File: src/rtl/msnr_pkg.sv
// ----------------------------------------------------------------------------
// msnr_pkg: shared types and constants
// Fixed point format, status codes, and the command/status records that
// pass between the controller and the datapath.
// ----------------------------------------------------------------------------
`default_nettype none

package msnr_pkg;

  // Fraction bits of the signed fixed point format (Q16.16)
  localparam int FRAC_BITS = 16;

  // Half LSB of the product, added before the right shift
  localparam logic signed [63:0] RND_HALF = 64'sd1 <<< (FRAC_BITS - 1);

  localparam logic signed [63:0] ACC_MAX = 64'sh7FFF_FFFF_FFFF_FFFF;
  localparam logic signed [63:0] ACC_MIN = 64'sh8000_0000_0000_0000;

  // Restoring divider: 96-bit dividend, one quotient bit a cycle
  localparam int DVD_W     = 96;
  localparam int DIV_STEPS = DVD_W;
  localparam int DIV_CNT_W = $clog2(DIV_STEPS);

  // Quotient magnitude clamp, 2^QCLAMP_BITS
  localparam int QCLAMP_BITS = 40;

  // Final sum width: 32-bit residual plus clamped quotient, with sign
  localparam int TOT_W = QCLAMP_BITS + 2;
  localparam logic signed [TOT_W-1:0] OUT_MAX = TOT_W'(64'sd2147483647);
  localparam logic signed [TOT_W-1:0] OUT_MIN = TOT_W'(-64'sd2147483648);

  localparam logic signed [31:0] SCALE_RESET = 32'sd65536;

  // Result status codes
  localparam logic [1:0] ST_OK       = 2'd0;
  localparam logic [1:0] ST_ZERO_DIV = 2'd1;
  localparam logic [1:0] ST_OVERFLOW = 2'd2;

  // Controller -> datapath
  typedef struct packed {
    logic load_in;   // capture an input word
    logic mul_item;  // delta * mask
    logic acc;       // round and add into the accumulator
    logic mag;       // take operand magnitudes and result sign
    logic mul_lo;    // |sum|[31:0] * |scale|
    logic mul_hi;    // |sum|[63:32] * |scale|
    logic sum;       // combine partial products into the dividend
    logic div_step;  // one restoring division step
    logic fin_load;  // form the result into the output register
  } cmd_t;

  // Datapath -> controller
  typedef struct packed {
    logic last;      // captured word closes the element
    logic div_zero;  // captured divisor is zero
    logic out_free;  // output register can take a word this cycle
  } sts_t;

endpackage

`default_nettype wire

File: src/rtl/masked_sum_normalized_residual.sv
// ----------------------------------------------------------------------------
// masked_sum_normalized_residual: masked weighted sum with residual
// Accumulates rounded delta*mask products per element; on the closing word
// emits residual + scale * sum / divisor, saturated, with a status code.
// ----------------------------------------------------------------------------
// Usage:
//   Input channel (item_valid / item_stall): one sender word per element
//   member. last_sender closes the element; residual_input and divisor are
//   only looked at on that word.
//   Output channel (result_valid / result_stall): one word per closed
//   element: out_value and status (ok, zero divisor, overflow).
//   Config (cfg_valid / cfg_ready / cfg_data): output gain, always ready;
//   write only while the block is idle.
// Sequence:
//   A non-closing word steps through capture, multiply and accumulate. A
//   closing word goes on through magnitudes, two 32x32 partial products,
//   the dividend sum, the one-bit-a-cycle restoring divider (96 steps) and
//   the output register load. A zero divisor skips the divider and goes from
//   accumulate straight to the output load. The shared multiplier and the
//   divider set this sequence. The result sits in an output register; the
//   block takes new words while it waits. If the receiver still stalls the
//   previous result when the next one is ready, the sequencer holds in its
//   final state.
// Reset (rst, synchronous): clears the accumulator and overflow flag,
//   drops any pending result, and sets the gain to 1.0.
// ----------------------------------------------------------------------------
`default_nettype none

module masked_sum_normalized_residual (
  input  wire logic               clk,
  input  wire logic               rst,

  input  wire logic               cfg_valid,
  output logic                    cfg_ready,
  input  wire logic signed [31:0] cfg_data,

  input  wire logic               item_valid,
  output logic                    item_stall,
  input  wire logic signed [31:0] delta_value,
  input  wire logic signed [31:0] mask_weight,
  input  wire logic signed [31:0] residual_input,
  input  wire logic signed [31:0] divisor,
  input  wire logic               last_sender,

  output logic                    result_valid,
  input  wire logic               result_stall,
  output logic signed [31:0]      out_value,
  output logic [1:0]              status
);

  msnr_pkg::cmd_t cmd;
  msnr_pkg::sts_t sts;

  // register write never blocks
  assign cfg_ready = 1'b1;

  msnr_ctrl u_ctrl (
    .clk        (clk),
    .rst        (rst),
    .item_valid (item_valid),
    .item_stall (item_stall),
    .sts        (sts),
    .cmd        (cmd)
  );

  msnr_dp u_dp (
    .clk            (clk),
    .rst            (rst),
    .cmd            (cmd),
    .sts            (sts),
    .cfg_valid      (cfg_valid),
    .cfg_ready      (cfg_ready),
    .cfg_data       (cfg_data),
    .delta_value    (delta_value),
    .mask_weight    (mask_weight),
    .residual_input (residual_input),
    .divisor        (divisor),
    .last_sender    (last_sender),
    .out_value      (out_value),
    .status         (status),
    .result_valid   (result_valid),
    .result_stall   (result_stall)
  );

endmodule

`default_nettype wire

File: src/rtl/msnr_dp.sv
// ----------------------------------------------------------------------------
// msnr_dp: datapath
// Input capture, shared multiplier, saturating accumulator, restoring
// divider, final add/saturate and the output register.
// ----------------------------------------------------------------------------
`default_nettype none

module msnr_dp (
  input  wire logic                clk,
  input  wire logic                rst,
  input  wire msnr_pkg::cmd_t      cmd,
  output msnr_pkg::sts_t           sts,
  input  wire logic                cfg_valid,
  input  wire logic                cfg_ready,
  input  wire logic signed [31:0]  cfg_data,
  input  wire logic signed [31:0]  delta_value,
  input  wire logic signed [31:0]  mask_weight,
  input  wire logic signed [31:0]  residual_input,
  input  wire logic signed [31:0]  divisor,
  input  wire logic                last_sender,
  output logic signed [31:0]       out_value,
  output logic [1:0]               status,
  output logic                     result_valid,
  input  wire logic                result_stall
);

  logic signed [31:0] scale;
  logic signed [31:0] d_reg, m_reg, res_reg, div_reg;
  logic               last_reg;

  logic [63:0]        prod;
  logic [63:0]        lo_prod;
  logic signed [63:0] sum_acc;
  logic               overflow_seen;

  logic [63:0]        a_mag;
  logic [31:0]        b_mag, d_mag;
  logic               neg;

  logic [msnr_pkg::DVD_W-1:0] dvd;
  logic [31:0]                rem;

  // multiplier operands
  logic signed [32:0] mul_x, mul_y;
  logic signed [65:0] mul_p;

  // accumulate
  logic signed [63:0] rnd, term, sadd, acc_next;
  logic               acc_ovf;

  // divide step
  logic [32:0]        cur, diff;
  logic               ge;

  // final
  logic                                 q_big;
  logic [msnr_pkg::QCLAMP_BITS:0]       qm;
  logic signed [msnr_pkg::TOT_W-1:0]    res_ext, q_ext, total;
  logic                                 sat_hi, sat_lo;
  logic signed [31:0]                   sat_val;

  // configuration register
  always_ff @(posedge clk) begin
    if (rst) begin
      scale <= msnr_pkg::SCALE_RESET;
    end else if (cfg_valid && cfg_ready) begin
      scale <= cfg_data;
    end
  end

  always_ff @(posedge clk) begin
    if (cmd.load_in) begin
      d_reg    <= delta_value;
      m_reg    <= mask_weight;
      res_reg  <= residual_input;
      div_reg  <= divisor;
      last_reg <= last_sender;
    end
  end

  assign sts.last     = last_reg;
  assign sts.div_zero = (div_reg == 32'sd0);
  assign sts.out_free = !result_valid || !result_stall;

  // one 33x33 signed multiplier: signed item product or unsigned partials
  always_comb begin
    if (cmd.mul_item) begin
      mul_x = {d_reg[31], d_reg};
      mul_y = {m_reg[31], m_reg};
    end else if (cmd.mul_hi) begin
      mul_x = {1'b0, a_mag[63:32]};
      mul_y = {1'b0, b_mag};
    end else begin
      mul_x = {1'b0, a_mag[31:0]};
      mul_y = {1'b0, b_mag};
    end
  end

  assign mul_p = mul_x * mul_y;

  always_ff @(posedge clk) begin
    if (cmd.mul_item || cmd.mul_lo || cmd.mul_hi) begin
      prod <= mul_p[63:0];
    end
    if (cmd.mul_hi) begin
      lo_prod <= prod;
    end
  end

  // round half up, then saturating add
  always_comb begin
    rnd      = $signed(prod) + msnr_pkg::RND_HALF;
    term     = rnd >>> msnr_pkg::FRAC_BITS;
    sadd     = sum_acc + term;
    acc_ovf  = (sum_acc[63] == term[63]) && (sadd[63] != sum_acc[63]);
    acc_next = acc_ovf ? (sum_acc[63] ? msnr_pkg::ACC_MIN : msnr_pkg::ACC_MAX) : sadd;
  end

  always_ff @(posedge clk) begin
    if (rst) begin
      sum_acc       <= '0;
      overflow_seen <= 1'b0;
    end else if (cmd.acc) begin
      sum_acc       <= acc_next;
      overflow_seen <= overflow_seen | acc_ovf;
    end else if (cmd.fin_load) begin
      sum_acc       <= '0;
      overflow_seen <= 1'b0;
    end
  end

  // magnitudes; negating the most negative value gives 2^(n-1) unsigned
  always_ff @(posedge clk) begin
    if (cmd.mag) begin
      a_mag <= sum_acc[63] ? 64'(-sum_acc) : 64'(sum_acc);
      b_mag <= scale[31] ? 32'(-scale) : 32'(scale);
      d_mag <= div_reg[31] ? 32'(-div_reg) : 32'(div_reg);
      neg   <= sum_acc[63] ^ scale[31] ^ div_reg[31];
    end
  end

  // restoring division, dividend shifts out while quotient shifts in
  always_comb begin
    cur  = {rem, dvd[msnr_pkg::DVD_W-1]};
    diff = cur - {1'b0, d_mag};
    ge   = (cur >= {1'b0, d_mag});
  end

  always_ff @(posedge clk) begin
    if (cmd.sum) begin
      dvd <= {32'd0, lo_prod} + {prod, 32'd0};
      rem <= '0;
    end else if (cmd.div_step) begin
      dvd <= {dvd[msnr_pkg::DVD_W-2:0], ge};
      rem <= ge ? diff[31:0] : cur[31:0];
    end
  end

  // clamp quotient, apply sign, add residual, saturate
  always_comb begin
    q_big   = (|dvd[msnr_pkg::DVD_W-1:msnr_pkg::QCLAMP_BITS+1])
              || (dvd[msnr_pkg::QCLAMP_BITS] && (|dvd[msnr_pkg::QCLAMP_BITS-1:0]));
    qm      = q_big ? {1'b1, {msnr_pkg::QCLAMP_BITS{1'b0}}} : dvd[msnr_pkg::QCLAMP_BITS:0];
    res_ext = msnr_pkg::TOT_W'(res_reg);
    q_ext   = $signed({1'b0, qm});
    total   = neg ? (res_ext - q_ext) : (res_ext + q_ext);
    sat_hi  = total > msnr_pkg::OUT_MAX;
    sat_lo  = total < msnr_pkg::OUT_MIN;
    if (sat_hi) begin
      sat_val = 32'sh7FFF_FFFF;
    end else if (sat_lo) begin
      sat_val = 32'sh8000_0000;
    end else begin
      sat_val = total[31:0];
    end
  end

  // output register
  always_ff @(posedge clk) begin
    if (cmd.fin_load) begin
      if (sts.div_zero) begin
        out_value <= '0;
        status    <= msnr_pkg::ST_ZERO_DIV;
      end else begin
        out_value <= sat_val;
        status    <= (sat_hi || sat_lo || overflow_seen) ? msnr_pkg::ST_OVERFLOW
                                                         : msnr_pkg::ST_OK;
      end
    end
  end

  always_ff @(posedge clk) begin
    if (rst) begin
      result_valid <= 1'b0;
    end else if (cmd.fin_load) begin
      result_valid <= 1'b1;
    end else if (!result_stall) begin
      result_valid <= 1'b0;
    end
  end

`ifndef SYNTHESIS
  a_acc_cleared: assert property (@(posedge clk) disable iff (rst)
    cmd.fin_load |=> (sum_acc == 64'sd0) && !overflow_seen)
    else $error("accumulator not cleared after element result");

  a_rem_bound: assert property (@(posedge clk) disable iff (rst)
    cmd.div_step |-> (rem < d_mag))
    else $error("divider remainder not below divisor");

  a_zero_div_val: assert property (@(posedge clk) disable iff (rst)
    $past(cmd.fin_load) && (status == msnr_pkg::ST_ZERO_DIV) |-> (out_value == 32'sd0))
    else $error("zero divisor result carries nonzero value");
`endif

endmodule

`default_nettype wire

File: src/rtl/msnr_ctrl.sv
// ----------------------------------------------------------------------------
// msnr_ctrl: sequencer
// One-hot state machine stepping one word through multiply, accumulate and,
// on the closing word, the normalize/divide/final sequence.
// ----------------------------------------------------------------------------
`default_nettype none

module msnr_ctrl (
  input  wire logic            clk,
  input  wire logic            rst,
  input  wire logic            item_valid,
  output logic                 item_stall,
  input  wire msnr_pkg::sts_t  sts,
  output msnr_pkg::cmd_t       cmd
);

  typedef enum logic [8:0] {
    S_IDLE = 9'b0_0000_0001,
    S_MUL  = 9'b0_0000_0010,
    S_ACC  = 9'b0_0000_0100,
    S_MAG  = 9'b0_0000_1000,
    S_PLO  = 9'b0_0001_0000,
    S_PHI  = 9'b0_0010_0000,
    S_SUM  = 9'b0_0100_0000,
    S_DIV  = 9'b0_1000_0000,
    S_FIN  = 9'b1_0000_0000
  } state_t;

  state_t                       state, state_next;
  logic [msnr_pkg::DIV_CNT_W-1:0] cnt;
  logic                         cnt_last;

  assign cnt_last   = (cnt == msnr_pkg::DIV_CNT_W'(msnr_pkg::DIV_STEPS - 1));
  assign item_stall = (state != S_IDLE);

  always_comb begin
    state_next = state;
    unique case (state)
      S_IDLE: begin
        if (item_valid) state_next = S_MUL;
      end
      S_MUL: state_next = S_ACC;
      S_ACC: begin
        if (!sts.last)         state_next = S_IDLE;
        else if (sts.div_zero) state_next = S_FIN;
        else                   state_next = S_MAG;
      end
      S_MAG: state_next = S_PLO;
      S_PLO: state_next = S_PHI;
      S_PHI: state_next = S_SUM;
      S_SUM: state_next = S_DIV;
      S_DIV: begin
        if (cnt_last) state_next = S_FIN;
      end
      S_FIN: begin
        if (sts.out_free) state_next = S_IDLE;
      end
      default: state_next = S_IDLE;
    endcase
  end

  always_ff @(posedge clk) begin
    if (rst) begin
      state <= S_IDLE;
      cnt   <= '0;
    end else begin
      state <= state_next;
      if (state == S_SUM) begin
        cnt <= '0;
      end else if (state == S_DIV) begin
        cnt <= cnt + 1'b1;
      end
    end
  end

  always_comb begin
    cmd          = '0;
    cmd.load_in  = (state == S_IDLE) && item_valid;
    cmd.mul_item = (state == S_MUL);
    cmd.acc      = (state == S_ACC);
    cmd.mag      = (state == S_MAG);
    cmd.mul_lo   = (state == S_PLO);
    cmd.mul_hi   = (state == S_PHI);
    cmd.sum      = (state == S_SUM);
    cmd.div_step = (state == S_DIV);
    cmd.fin_load = (state == S_FIN) && sts.out_free;
  end

`ifndef SYNTHESIS
  a_fin_free: assert property (@(posedge clk) disable iff (rst)
    cmd.fin_load |-> sts.out_free)
    else $error("result loaded into occupied output register");

  a_div_len: assert property (@(posedge clk) disable iff (rst)
    (state == S_DIV) && cnt_last |=> (state == S_FIN))
    else $error("divider sequence length wrong");

  a_fin_hold: assert property (@(posedge clk) disable iff (rst)
    (state == S_FIN) && !sts.out_free |=> (state == S_FIN))
    else $error("result dropped while output blocked");
`endif

endmodule

`default_nettype wire

File: config.mk
export PLATFORM = sky130hd
export DESIGN_NAME = masked_sum_normalized_residual
export DESIGN_NICKNAME = d
export VERILOG_FILES = /design/src/rtl/msnr_pkg.sv /design/src/rtl/masked_sum_normalized_residual.sv /design/src/rtl/msnr_dp.sv /design/src/rtl/msnr_ctrl.sv
export SDC_FILE = /design/constraint.sdc
export NUM_CORES = 2
export LEC_CHECK = 0
export BUFFER_PORTS_ARGS = -buffer_cell sky130_fd_sc_hd__buf_2
export CORE_UTILIZATION = 45
export CTS_BUF_LIST = sky130_fd_sc_hd__clkbuf_16
export DETAILED_ROUTE_END_ITERATION = 7
export SETUP_SLACK_MARGIN = 0.15
export SLEW_MARGIN = 20
export SYNTH_ARGS = -nofsm -noshare
export SYNTH_HDL_FRONTEND = slang
export SYNTH_SLANG_ARGS = --single-unit
File: constraint.sdc
create_clock -name clk -period 16.1 [get_ports clk]
set_input_delay 0.805 -clock clk [delete_from_list [all_inputs] [get_ports clk]]
set_output_delay 0.805 -clock clk [all_outputs]
set_load 0.01 [all_outputs]
# After elaboration in Yosys (flattened, before gate mapping)

Index checks and enable logic that the tools add are counted.

Add/subtract/negate cells: 10
Multiply operators: 1
$lt $le $gt $ge: 3
Equality and inequality tests: 17
Multiplexer cells: 28
Bitwise logic cells: 3
Reductions and logical operators: 20

Operators by type and width:

| kind                                                                   | number |
|---|---|
| 64-bit 2-to-1 mux                                                      | 4 |
| 96-bit 2-to-1 mux                                                      | 2 |
| 64-bit by 96-bit adder with 96-bit output                              | 1 |
| 32-bit 2-to-1 mux                                                      | 3 |
| 31-bit 2-to-1 mux                                                      | 3 |
| 9-bit one-hot mux with 9 select lines                                  | 1 |
| 33-bit 2-to-1 mux                                                      | 2 |
| 64-bit by 17-bit adder with 64-bit output, second input constant       | 1 |
| 64-bit by 48-bit adder with 64-bit output                              | 1 |
| 33-bit by 33-bit multiplier with 64-bit output                         | 1 |
| 32-bit negator                                                         | 2 |
| 64-bit negator                                                         | 1 |
| 63-bit 2-to-1 mux                                                      | 1 |
| 55-bit OR reduction                                                    | 1 |
| 9-bit 2-to-1 mux                                                       | 5 |
| 32-bit by 42-bit adder with 42-bit output                              | 1 |
| 42-bit by 32-bit > comparator with 1-bit output, second input constant | 1 |
| 42-bit by 32-bit < comparator with 1-bit output, second input constant | 1 |
| 42-bit 2-to-1 mux                                                      | 1 |
| 32-bit by 42-bit subtractor with 42-bit output                         | 1 |
| 41-bit 2-to-1 mux                                                      | 1 |
| 40-bit OR reduction                                                    | 1 |
| 33-bit by 32-bit greater-or-equal comparator with 1-bit output         | 1 |
| 32-bit zero test                                                       | 1 |
| other kinds (27)                                                       | 44 |

Register bits after elaboration: 662
Output and inout port bits: 37
Logic and storage cells: 107

# Depth between registers and ports, before layout

Word-level depth: 10
Depth in mapped cells: 37

# Modules after synthesis

A second synthesis with hierarchy kept.

Cell total of the unflattened synthesis: 7801
Area, all modules: 74829.3 µm²

Modules (own cells, without submodules):

| module                         | times used | cells an instance | area an instance (µm²) | sequential area each (µm²) |
|---|---|---|---|---|
| msnr_dp                        | 1          | 7695              | 73918.4                | 18097.4 |
| msnr_ctrl                      | 1          | 104               | 899.6                  | 320.3 |
| masked_sum_normalized_residual | 1          | 2                 | 11.3                   | 0.0 |

# Worst setup path after synthesis

No wires, ideal clock.

Path kind: register -> register
Start point: register u_ctrl.state[4]
End point: register u_ctrl.state[0]
Arrival: 11884 ps
Required time: 15986 ps
Setup slack: 4103 ps
Cell stages (with the launch flop): 9
Period minus slack after synthesis: 11997 ps
Cell sequence: dfxtp_1 > nor3_1 > nand2b_1 > or4_1 > nor3b_1 > nor4_1 > nor2_1 > o21ai_0 > a21o_1

Longest elaborated chain between the ends: 3
Elaborated cells on any way between the ends: 14
Those cells by class: 12 x eq/ne; 1 x mux; 1 x reduce/logical

RTL lines:

| what                                                                                                              | RTL line        | RTL |
|---|---|---|
| start, declared                                                                                                   | msnr_ctrl.sv:29 | `state_t state, state_next;` |
| start signal, assigned                                                                                            | msnr_ctrl.sv:67 | `state <= state_next;` |
| 9-bit equality test (tied with other cells)                                                                       | msnr_ctrl.sv:38 | `unique case (state)` |
| 2-bit by 1-bit inequality test with 1-bit output (no source line) / 2-bit inequality test (equally long branches) | --              |  |
| 3-bit AND reduction (no source line)                                                                              | --              |  |

Several ways; a longest one is shown, not always the timed one.
A chain may end at the register's enable or synchronous reset.

# Final worst setup path

Start point: register u_ctrl.state[1]
End point: register u_dp.prod[58], data pin

Longest elaborated chain between the ends: 4
Elaborated cells on any way between the ends: 6
Those cells by class: 1 x mul; 2 x eq/ne; 3 x mux

RTL lines:

| what                                               | RTL line        | RTL |
|---|---|---|
| 9-bit by 6-bit equality test with 1-bit output     | msnr_ctrl.sv:83 | `cmd.mul_hi = (state == S_PHI);` |
| 32-bit 2-to-1 mux                                  | msnr_dp.sv:90   | `end else if (cmd.mul_hi) begin` |
| 33-bit 2-to-1 mux                                  | msnr_dp.sv:87   | `if (cmd.mul_item) begin` |
| 33-bit by 33-bit multiplier with 64-bit output (*) | msnr_dp.sv:99   | `assign mul_p = mul_x * mul_y;` |
| named net u_dp.mul_p[58]                           | msnr_dp.sv:45   | `logic signed [65:0] mul_p;` |
| end signal, assigned                               | msnr_dp.sv:103  | `prod <= mul_p[63:0];` |
| end, declared                                      | msnr_dp.sv:31   | `logic [63:0] prod;` |

Mark *: on every way through the listed nets, which the timed path passes. The rest lies on a longest branch.

==> reports/results.txt <==
Status = finished with violations
Failing checks = design-rule violations
Setup crit end kind = register
Drt drc = 28
Antenna violations before repair = 13
Synth Register Bits = 662
CTS Sinks = 662
XOR/XNOR Fraction of Synth Area = 5.336%
Final Max Tran Viols = 0
Metal-1 WL = 106400 um
Syn Nets = 9668
Area fraction in compound gates after synthesis = 9.886%
CTS clock-pin slew for the worst setup and hold paths = 0.06 ns
Combinational family with the most area after synthesis = adder cells
Std cell rows = 149
CTS tree = yes
CTS Hold Bufs = 0
Clock latency on the worst-skew pair = 0.72 ns
Max_cap viols = 0
I/O pin cnt = 203
Top-count cell post-synth = inv_1
Max reg flops = 96
H-Tree Depth = 3
Port bufs = 201
Synth Area per Inst = 9.392 um^2
Biggest area consumer among synthesized cells = fa_1
Die ar. = 168300 um^2
Overall routing resource usage = 31.73%
Most flop-heavy register = u_dp.dvd
Core area = 165200 um^2
Final RePlAce weighted congestion = 1.015
Gate Count Post-Synth = 7987
Setup TNS Final = 0 ns
Seq/Total Area, Yosys = 24.55%
Via/cell ratio = 5.702
RSZ-0062 raised after global routing = no
Number of synthesized flops with an enable pin = 516
Tmin final = 11.83 ns
WS Path Type = reg2reg
First drt pass iteration count = 8
Clock buffer depth = 3
Ranking of synthesized cells by area = fa_1 30%, edfxtp_1 21%, ha_1 6.4%
Final Instance Area = 81140 um^2
Placed inst area = 78600 um^2
WL met3 = 22330 um
Req. time, crit path = 16.57 ns
Maximum clock rate = 84.51 MHz
# fillers = 15500
Hpwl dp = 210500 um
Via count = 58700
Crit path top cell by count = fa_1
Number of routed nets with antenna violations = 0
Fin nets = 9716
Worst Tran Pin Value = 1.228 ns
Wirelength, routed = 266400 um
Synth cell types = 96
Adder-Cell Fraction of Synth Area = 36.57%
First-pass GRT wire length = 391700 um
Synth top area share = 30.13%
Number of CTS-inserted buffers = 78
Crit path DAT = 12.30 ns
Rel. slew slack = 18.09%
Clk_skew = 0.04899 ns
Dominant synthesized flop cell = edfxtp_1
Post-cts repair resize count = 0
Synth warn = 0
Routed wl met2 = 121500 um
Final count of hold timing violations = 0
Max Used Layer = met5
Crit-path max cell delay = 1.01 ns
Initial Util = 45.41%
Total gr overflow = 0
Routed WL per cell = 25.88 um
Commonest cells post-synth = 1198 x inv_1, 1129 x fa_1, 1112 x nand2_1
Largest net degree at the start of global routing = 129
Die width = 410.3 um
Startpoint type of the worst setup path = register
CP max FO = 33
Synth Area in Simple Gates = 14.35%
CTS root buf = clkbuf_16
Via count of the first global-routing pass = 59880
Post-synth ARST share = 0%
Mapped cell area = 75010 um^2
Worst path slowest cell = o21a_1
Post-CTS Setup Inserts = 0
Share of post-route cells with drive strength above 1 = 6.753%
Post-synthesis mux area share = 1.530%
Die height = 410.3 um
Tcrit/Tclk final = 73.49%
Area Growth Syn to Fin = 8.170%
Setup-failing EPs final = 0
HP Class = in2reg
Iteration-0 DRC Markers = 5241
final timing paths:
path	cells past startpoint	startpoint	to	slack, ns
worst min-delay path	1	divisor[25]	u_dp.div_reg[25]$_DFFE_PP_	0.25
worst max-delay path	31	u_ctrl.state[1]$_SDFFE_PP0P_	u_dp.prod[58]$_DFFE_PP_	4.27
worst min register to register	2	u_dp.rem[31]$_SDFFE_PP0N_	u_dp.rem[31]$_SDFFE_PP0N_	0.47
worst max register to register	31	u_ctrl.state[1]$_SDFFE_PP0P_	u_dp.prod[58]$_DFFE_PP_	4.27
through the flow:
step	setup slack (ns)	utilization [%]	hold WS (ns)	cells
final	4.267	49.13	0.2532	10290
after global routing	3.835	49.12	0.2229	10290
after CTS	4.499	49.12	0.2049	10290
after detailed placement	4.539	47.58	0.4691	10140
after global placement	4.574	47.57	0.4490	10140
after floorplan	4.103	-	0.4244	7987
worst max-delay path: cells and delay by family, from the launching register on:
kind,cells,cell delay [ns]
buffers and inverters,6,0.79
AO/OA/AOI/OAI,7,3.49
adder cells (fa/ha/maj),9,4.05
multiplexers,1,0.30
XOR/XNOR,1,0.15
flip-flops,1,0.37
AND/OR/NAND/NOR,7,2.37
cells by family (layout without fill, tap and decap cells):
kind of cell | count (synthesis) | after routing
flip-flops | 662 | 662
buffers and inverters | 1549 | 1662
AND/OR/NAND/NOR | 2487 | 2487
other | 1 | 6
AO/OA/AOI/OAI | 1205 | 1205
multiplexers | 114 | 114
adder cells (fa/ha/maj) | 1515 | 1515
XOR/XNOR | 454 | 454
cell type report:
type                            count  area [um^2]  share of cell area, %
Clock buffer                       78         1952                  2.405
Inverter                         1198         4499                  5.545
Clock inverter                     67        578.1                 0.7124
Multi-Input combinational cell   5776        51020                  62.88
Tap cell                         2189         2739                  3.375
Sequential cell                   662        18420                  22.70
Antenna cell                        5        12.51                0.01542
Timing Repair Buffer              319         1919                  2.365
cell usage in the layout (no fill, tap or decap), drive strengths merged, types with 28 or more instances in the layout:
master  netlist  final
a21o        104    104
a21oi       350    350
a31oi        38     38
and2         43     43
and3         41     41
buf          32    319
clkbuf      319     78
clkinv        0     38
dfxtp       146    146
edfxtp      516    516
fa         1129   1129
ha          386    386
inv        1198   1220
mux2i       109    109
nand2      1113   1113
nand2b       48     48
nand3        97     97
nand4        56     56
nor2        808    808
nor3         81     81
nor4         48     48
o21a         68     68
o21ai       361    361
o21bai       42     42
o31ai        59     59
or2          28     28
or3          30     30
xnor2       324    324
xor2        130    130
metal layers:
layer  up-vias  GRT usage (%)
met5         -              0
met4         2          16.47
met3       692          6.291
met2      2640          50.47
met1     29450          40.97
li1      25910              -
Power is left out: the tool's default activity adds up to more than one toggle a clock period on the data nets, which glitch-free logic cannot reach.
